[src/rtl/lbo_pkg.sv]
// ---------------------------------------------------------------------------
// lbo_pkg
// Shared types, constants and arithmetic helpers for the lane boundary block.
// ---------------------------------------------------------------------------
package lbo_pkg;

    localparam int MAX_LANES    = 16;
    localparam int MAX_SEGMENTS = 8;
    localparam int LANE_W       = $clog2(MAX_LANES);
    localparam int SEG_W        = $clog2(MAX_SEGMENTS);
    localparam int CNT_W        = $clog2(MAX_SEGMENTS + 1);
    localparam int NCNT_W       = $clog2(MAX_LANES + 1);

    // configuration register indexes
    localparam logic [1:0] REG_LEFT  = 2'd0;
    localparam logic [1:0] REG_COUNT = 2'd1;
    localparam logic [1:0] REG_START = 2'd2;

    // command codes
    localparam logic CMD_LOAD   = 1'b0;
    localparam logic CMD_SAMPLE = 1'b1;

    typedef struct packed {
        logic signed [31:0] off;
        logic signed [31:0] a;
        logic signed [31:0] b;
        logic signed [31:0] c;
        logic signed [31:0] d;
    } t_seg;

    // saturate a 34-bit signed value to 32 bits
    function automatic logic signed [31:0] sat34(input logic signed [33:0] v);
        if (v > 34'sd2147483647)       sat34 = 32'sh7fffffff;
        else if (v < -34'sd2147483648) sat34 = 32'sh80000000;
        else                           sat34 = v[31:0];
    endfunction

    // round a Q32.32 product to Q16.16 (nearest, ties up) and add a coefficient
    function automatic logic signed [31:0] rnd_add(input logic signed [63:0] p,
                                                  input logic signed [31:0] c);
        logic signed [64:0] q;
        logic signed [49:0] r;
        logic signed [50:0] s;
        q = {p[63], p} + 65'sd32768;
        r = {q[64], q[64:16]};
        s = {r[49], r} + 51'(c);
        if (s > 51'sd2147483647)       rnd_add = 32'sh7fffffff;
        else if (s < -51'sd2147483648) rnd_add = 32'sh80000000;
        else                           rnd_add = s[31:0];
    endfunction

endpackage

[src/rtl/lbo_cell.sv]
// ---------------------------------------------------------------------------
// lbo_cell
// One lane cell: holds the lane's segment count and segments, picks the
// segment for a parameter and evaluates its width by Horner's rule, each
// step a multiply then a round and add; the scan passes the segment table.
// ---------------------------------------------------------------------------
module lbo_cell (
    input  logic                       i_clk,
    input  logic                       i_rst_n,
    input  logic                       i_load,
    input  logic [lbo_pkg::SEG_W-1:0]  i_seg_idx,
    input  logic                       i_last_seg,
    input  lbo_pkg::t_seg              i_seg,
    input  logic                       i_start,
    input  logic signed [31:0]         i_param,
    output logic                       o_done,
    output logic signed [31:0]         o_width
);
    import lbo_pkg::*;

    typedef enum logic [3:0] {
        S_IDLE = 4'b0001,
        S_SCAN = 4'b0010,
        S_EVAL = 4'b0100,
        S_DONE = 4'b1000
    } t_state;

    t_seg               r_store [MAX_SEGMENTS];
    logic [CNT_W-1:0]   r_cnt;
    t_state             r_state;
    logic [CNT_W-1:0]   r_i;
    logic [1:0]         r_step;
    logic signed [31:0] r_acc, r_ds, r_param;
    logic signed [63:0] r_prod;
    logic               r_mulph;
    t_seg               w_sel, w_nxt;

    assign w_sel = r_store[r_i[SEG_W-1:0] - SEG_W'(1)];
    assign w_nxt = r_store[r_i[SEG_W-1:0]];

    // segment storage
    always_ff @(posedge i_clk) begin
        if (i_load) begin
            r_store[i_seg_idx] <= i_seg;
        end
    end

    always_ff @(posedge i_clk) begin
        if (!i_rst_n) begin
            r_cnt   <= '0;
            r_state <= S_IDLE;
            r_i     <= '0;
            r_step  <= '0;
            r_mulph <= 1'b0;
        end else begin
            if (i_load && i_last_seg) r_cnt <= CNT_W'(i_seg_idx) + CNT_W'(1);
            case (r_state)
                S_IDLE: begin
                    if (i_start) begin
                        r_param <= i_param;
                        r_i     <= CNT_W'(1);
                        if (r_cnt == '0) begin
                            r_acc   <= '0;
                            r_state <= S_DONE;
                        end else begin
                            r_state <= S_SCAN;
                        end
                    end
                end
                // one segment compare per cycle
                S_SCAN: begin
                    if (r_i >= r_cnt || r_param < w_nxt.off) begin
                        r_ds    <= sat34(34'(r_param) - 34'(w_sel.off));
                        r_acc   <= w_sel.d;
                        r_step  <= '0;
                        r_mulph <= 1'b0;
                        r_state <= S_EVAL;
                    end else begin
                        r_i <= r_i + CNT_W'(1);
                    end
                end
                // multiply, then round and add
                S_EVAL: begin
                    if (!r_mulph) begin
                        r_prod  <= r_acc * r_ds;
                        r_mulph <= 1'b1;
                    end else begin
                        r_mulph <= 1'b0;
                        case (r_step)
                            2'd0: r_acc <= rnd_add(r_prod, w_sel.c);
                            2'd1: r_acc <= rnd_add(r_prod, w_sel.b);
                            default: r_acc <= rnd_add(r_prod, w_sel.a);
                        endcase
                        r_step <= r_step + 2'd1;
                        if (r_step == 2'd2) r_state <= S_DONE;
                    end
                end
                S_DONE:  r_state <= S_IDLE;
                default: r_state <= S_IDLE;
            endcase
        end
    end

    // width is held until the next start, so done stays high once reached
    assign o_done  = (r_state == S_DONE) || (r_state == S_IDLE);
    assign o_width = r_acc;
endmodule

[config.mk]
export PLATFORM = sky130hd
export DESIGN_NAME = lbo_cell
export DESIGN_NICKNAME = d
export VERILOG_FILES = /design/src/rtl/lbo_pkg.sv /design/src/rtl/lbo_cell.sv
export SDC_FILE = /design/constraint.sdc
export NUM_CORES = 2
export LEC_CHECK = 0
export BUFFER_PORTS_ARGS = -buffer_cell sky130_fd_sc_hd__buf_2
export CORE_MARGIN = 10
export CORE_UTILIZATION = 29
export DETAILED_ROUTE_END_ITERATION = 7
export PLACE_DENSITY_LB_ADDON = 0.12
export SLEW_MARGIN = 20
export SYNTH_ARGS = -nofsm -noshare
export SYNTH_HDL_FRONTEND = slang
export SYNTH_SLANG_ARGS = --single-unit
[constraint.sdc]
create_clock -name i_clk -period 22.5 [get_ports i_clk]
set_input_delay 1.125 -clock i_clk [delete_from_list [all_inputs] [get_ports i_clk]]
set_output_delay 1.125 -clock i_clk [all_outputs]
set_load 0.05 [all_outputs]
## Word level (Yosys, flattened, before mapping)

Memories as Yosys holds them, arrays and structs flattened. A register that Yosys moved wholly into a read port is not among the register bits.
Cells that the tools add are included.

| word-level totals | value |
|---|---|
| flip-flop bits (word level) | 175 |
| bits in writable memories | 1280 |
| word-level logic and storage cells | 91 |
| memories | 1 |

| operators by class | value |
|---|---|
| add/subtract/negate cells | 9 |
| multipliers | 1 |
| magnitude comparators | 10 |
| eq/ne operators | 12 |
| multiplexer cells | 32 |
| bitwise gates (word level) | 1 |
| reduce and logical (&&, ||, !) cells | 16 |

Memory list:

| name | depth | width | rd ports | clocked after memory_dff | write ports | RTL line | text |
|---|---|---|---|---|---|---|---|
| r_store | 8 | 160 | 2 | 1 | 1 | lbo_cell.sv:28 | `t_seg r_store [MAX_SEGMENTS];` |

Operators with widths:

| kind | count |
|---|---|
| $mux W32 | 11 |
| $add A49 B32 Y50 | 3 |
| $gt A50 B32 Y1 const B | 3 |
| $lt A50 B32 Y1 const B | 3 |
| $pmux W32 S3 | 1 |
| $add A64 B17 Y65 const B | 1 |
| $mul A32 B32 Y64 | 1 |
| $pmux W32 S2 | 1 |
| $gt A33 B32 Y1 const B | 1 |
| $lt A33 B32 Y1 const B | 1 |
| $sub A32 B32 Y33 | 1 |
| $lt A32 B32 Y1 | 1 |
| $mux W4 | 7 |
| $reduce_and A3 Y1 | 5 |
| $ne A2 B2 Y1 const B | 6 |
| $pmux W4 S3 | 1 |
| $pmux W4 S2 | 1 |
| $mux W3 | 2 |
| $reduce_and A6 Y1 | 1 |
| $add A3 B1 Y4 const B | 1 |
| $add A4 B1 Y4 const B | 1 |
| $eq A4 B1 Y1 const B | 1 |
| $eq A4 B2 Y1 const B | 1 |
| $eq A4 B3 Y1 const B | 1 |
| 19 further kinds | 25 |

## Longest topological paths before layout

An unclocked memory read counts as a cell.

| logic depth | value |
|---|---|
| depth in word-level cells | 9 |
| mapped depth | 31 |
| depth with buffers taken out | 30 |

## Least setup slack after synthesis

Ideal clock, no wire load.

| timing path | value |
|---|---|
| kind | input to register |
| start point | in i_seg_idx[0] (netlist bit) |
| end point | mem r_store[0][0] (netlist bit), enable pin |
| setup time | 0.878 ns |
| arrival time | 12.144 ns |
| path slack | 9.479 ns |
| cell stages on the path | 1 |
| path through | nor3_1 |

RTL lines:

| item | RTL line | text |
|---|---|---|
| start, declared | lbo_cell.sv:11 | `input logic [lbo_pkg::SEG_W-1:0] i_seg_idx,` |
| end, declared | lbo_cell.sv:28 |  |

No word-level cell before the write port.

## Final worst setup path

| timing path | value |
|---|---|
| start point | reg r_i[0] |
| end point | reg r_acc[21], in the netlist o_width[21] (data pin) |

| on the way | value |
|---|---|
| cells in the longest elaborated chain, start to end | 9 |
| elaborated cells on any way between the ends | 21 |
| those cells by class | add/sub (4); order compare (6); mux (10); memory (1) |

RTL lines:

| item | RTL line | text |
|---|---|---|
| start, declared | lbo_cell.sv:31 | `logic [CNT_W-1:0] r_i;` |
| start signal, assigned | lbo_cell.sv:79 | `r_i <= r_i + CNT_W'(1);` |
| $sub A3 B1 Y3 * | lbo_cell.sv:38 | `assign w_sel = r_store[r_i[SEG_W-1:0] - SEG_W'(1)];` |
| $mem_v2 Z8 W160 * | n/a |  |
| $add A49 B32 Y50 | lbo_pkg.sv:46 | `s = {r[49], r} + 51'(c);` |
| $lt A50 B32 Y1 | lbo_pkg.sv:48 | `else if (s < -51'sd2147483648) rnd_add = 32'sh80000000;` |
| $mux W32 | lbo_pkg.sv:48 |  |
| $mux W32 | lbo_pkg.sv:47 | `if (s > 51'sd2147483647) rnd_add = 32'sh7fffffff;` |
| $pmux W32 S2 | lbo_cell.sv:89 | `case (r_step)` |
| $mux W32 | lbo_cell.sv:84 | `if (!r_mulph) begin` |
| $pmux W32 S3 * | lbo_cell.sv:57 | `case (r_state)` |
| end signal, assigned | lbo_cell.sv:90 | `2'd0: r_acc <= rnd_add(r_prod, w_sel.c);` |
| end signal, assigned | lbo_cell.sv:91 | `2'd1: r_acc <= rnd_add(r_prod, w_sel.b);` |
| end signal, assigned | lbo_cell.sv:92 | `default: r_acc <= rnd_add(r_prod, w_sel.a);` |
| end, declared | lbo_cell.sv:33 | `logic signed [31:0] r_acc, r_ds, r_param;` |

Mark *: on every way between the ends. The rest lies on a longest branch, timed or not. The select of a mux whose other input is x is not followed.
A chain may end at the register's enable or synchronous reset.

==> run summary <==
The remaining number of nets flagged by the antenna check after routing is 0, and the accumulated negative setup slack is 0 ns. The global routing met3 resource utilization is 0.0219. Summing all placed instances gives a cell area of 111000 µm². The wire length of the first global-routing pass is 499000 µm, and the clock transition at the register clock pins on the worst setup and hold paths after CTS is 0.06 ns. The effective utilization at floorplan was 0.291. Summing every instance area after synthesis gives 104000 µm².

After layout, the worst setup slack is 12.56 ns. The number of CTS-inserted buffers is 159. CTS placed an instance of sky130_fd_sc_hd__clkbuf_16 at the clock tree root.

The later pin in the worst-skew pair is clocked with a latency of 0.85 ns. The number of antenna violations at the first check in global routing is 105. After detailed routing, the number of remaining DRC violations is 0. Summing all non-filler instances in the final layout gives an area of 116000 µm². The final wirelength was 340000 µm; the iteration count of the initial detailed-routing pass was 6. The startpoint type of the worst setup path is a flop.

The tools report the post-synth net total as 10.0k. The maximum net fanout on the critical path was 44. The max-slew headroom at the worst pin is 0.238. The detailed router finished its first iteration with 4733 violations. The chip width is 620 µm, and the relative area change from synthesis to final layout is 11.4%. STA classifies the critical path endpoint as a flop. The run gives 0.0923 ns as the worst clock skew. The library cell used most frequently in the layout, excluding fill and tap cells, is sky130_fd_sc_hd__edfxtp_1. The yosys synthesis warning count was 0. Required time at the endpoint of the critical path: 23.05 ns.

The number of hold buffers added after CTS was 0. The post-cts resize count is 0, and the count of input and output buffers is 232. The worst hold-check slack came out at 0.494 ns. TritonCTS built the clock tree. The layout net count was 10.1k. 233 I/O pins were placed.

The logs give 0.414 for the sequential cell area fraction in the yosys report and 0.305 for the met2 track demand over resource in global routing. The total routing resource utilization after global routing was 0.175; the maximum root-to-sink buffer count was 4. The run gives 8318 as the cell count after synthesis. Buffers added to address setup during post-CTS repair amount to 0.

Transition time at the pin with the least slew margin: 1.11 ns. The run gives 0.101 GHz as the fmax. The tools report the maximum level of the CTS H-tree as 4. The final-report max-slew violation count is 0. The synthesized design contains 1425 enable-type register cells. The placed wire-length estimate is 245000 µm.

The worst setup path is of the reg2reg kind. The leftover overflow at the end of global routing was 0. The mean instance size in the synthesized netlist is 12.5 µm², and the final critical-path share of the clock period is 0.442. Synthesis inferred 1443 register bits. The initialized floorplan defines 220 standard-cell rows. Busiest metal layer after global routing: met2. The number of hold violations in the final report came out at 0. Among all flip-flop cells after synthesis, the most frequent one is sky130_fd_sc_hd__edfxtp_1.

Across all layers, the routed design uses 66.5k vias. The run gives 10.50 ns as the critical path data arrival time. After layout, the minimum clock period comes to 9.94 ns. The average wire per cell in the routed design works out to 25.5 µm.

Fraction of layout instances using a drive strength above 1: 0.122. The class of the tightest hold or removal check is reg2reg. The setup slack at placement is 12.45 ns. Area enclosed by the die boundary: 384000 µm². Setup repair after global routing left no endpoint under its margin. Global placement routability congestion: 0.894.

Proportion of register bits with asynchronous set or reset after synthesis: 0. The placeable core region is 359000 µm², and the met1 track demand over resource is 0.233. Entering global routing, the biggest net connects 119 pins. In the layout the commonest cells are sky130_fd_sc_hd__edfxtp_1 (1425), sky130_fd_sc_hd__fa_1 (1085), sky130_fd_sc_hd__inv_1 (1049).

The logs give 0 for the total of endpoints with negative setup slack in the final report and 0 for the count of max-cap constraint violations. The vertical die dimension is 620 µm, and the number of clock sinks is 1443. The via count of the first global-routing pass was 71.2k. The post-detailed-route via-to-cell ratio was 4.98. The flow ran to the end, and the final reports show no timing, DRC or antenna violations.

The run gives 81 as the number of library cell types mapped by synthesis.
cell usage after synthesis (all sizes together) (9+ instances only):
cell | n | area, µm²
a211oi | 42 | 333
a21boi | 10 | 75.1
a21o | 127 | 953
a21oi | 300 | 1510
a221oi | 11 | 109
a311oi | 11 | 96.3
a31oi | 34 | 213
and2 | 522 | 3270
and3 | 33 | 206
buf | 51 | 226
clkbuf | 357 | 1340
dfxtp | 18 | 360
edfxtp | 1425 | 42800
fa | 1085 | 21700
ha | 401 | 5020
inv | 1049 | 3940
mux2i | 97 | 971
mux4 | 385 | 8670
nand2 | 1046 | 3930
nand2b | 39 | 244
nand3 | 82 | 410
nand3b | 10 | 75.1
nand4 | 71 | 444
nor2 | 221 | 830
nor2b | 47 | 294
nor3 | 57 | 285
nor4 | 23 | 144
o211a | 32 | 320
o211ai | 35 | 263
o21a | 36 | 270
o21ai | 188 | 941
o21bai | 20 | 150
o22ai | 10 | 62.6
o31ai | 11 | 82.6
o32ai | 30 | 263
or2 | 9 | 56.3
or3 | 21 | 131
or4 | 9 | 71.3
xnor2 | 158 | 1380
xor2 | 84 | 736
per-layer routing:
metal  part of all wire  wire [µm]
met5            0.00097        330
met3              0.041      14100
met1               0.44     149000
met4              0.024       8290
met2               0.50     169000
critical path, stage by stage, from the launching register on:
cell and delay [ns]:
sky130_fd_sc_hd__dfxtp_4 0.79, sky130_fd_sc_hd__buf_4 0.62, sky130_fd_sc_hd__buf_4 0.63, sky130_fd_sc_hd__buf_4 0.70, sky130_fd_sc_hd__buf_4 0.86, sky130_fd_sc_hd__mux4_2 0.60, sky130_fd_sc_hd__nand2_1 0.08, sky130_fd_sc_hd__nand2_1 0.53
sky130_fd_sc_hd__ha_1 0.71, sky130_fd_sc_hd__a21o_1 0.25, sky130_fd_sc_hd__o21bai_1 0.18, sky130_fd_sc_hd__a221o_1 0.30, sky130_fd_sc_hd__nor4_1 0.24, sky130_fd_sc_hd__a21oi_1 0.22, sky130_fd_sc_hd__or4b_1 0.50, sky130_fd_sc_hd__and3_1 0.22
sky130_fd_sc_hd__nor4bb_1 0.35, sky130_fd_sc_hd__nand4_1 0.20, sky130_fd_sc_hd__o41ai_4 0.35, sky130_fd_sc_hd__buf_4 0.36, sky130_fd_sc_hd__nand2_1 0.09, sky130_fd_sc_hd__o211a_1 0.14, sky130_fd_sc_hd__o32ai_1 0.52
final cells by class:
cell class / count / area (µm²)
antenna: 16 / 40.0
clock buffer: 188 / 4140
clock inverter: 80 / 736
fill: 35700 / 242000
inverter: 1049 / 3940
multi-input combinational: 5418 / 55800
sequential: 1443 / 43200
tap: 4773 / 5970
timing repair buffer: 390 / 2420
path summary, 6_finish.rpt:
check                           startpoint           to  slack [ns]  depth (start not counted)
worst max-delay path                r_i[0]  o_width[21]       12.56                         22
worst min-delay path              r_cnt[1]     r_cnt[1]        0.49                          2
worst max register to register      r_i[0]  o_width[21]       12.56                         22
worst min register to register    r_cnt[1]     r_cnt[1]        0.49                          2
state kept, by name (all words and copies together) (netlist names), named ones only:
name and flops:
r_step 2, r_i 4, r_mulph 1, r_cnt 4, r_prod 49, r_ds 32
r_param 32, r_store 1280, r_state 4, o_width 32
cell families after synthesis:
group / Yosys count / synth area share
xor gates and xnor gates: 242 / 0.0203
buffers and inverters: 1457 / 0.0528
AOI/OAI and AO/OA: 979 / 0.0612
adders and majority gates: 1489 / 0.257
muxes: 485 / 0.0928
and+or+nand+nor: 2223 / 0.102
DFF: 1443 / 0.414
metrics by stage:
stage,util,cells
after global routing,0.324,13300
after CTS,0.324,13300
after global placement,0.310,13100
after floorplan,-,8318
after detailed placement,0.310,13100
final,0.324,13400
Power is left out: the tool's default activity adds up to more than one toggle a clock period on the data nets, which glitch-free logic cannot reach.
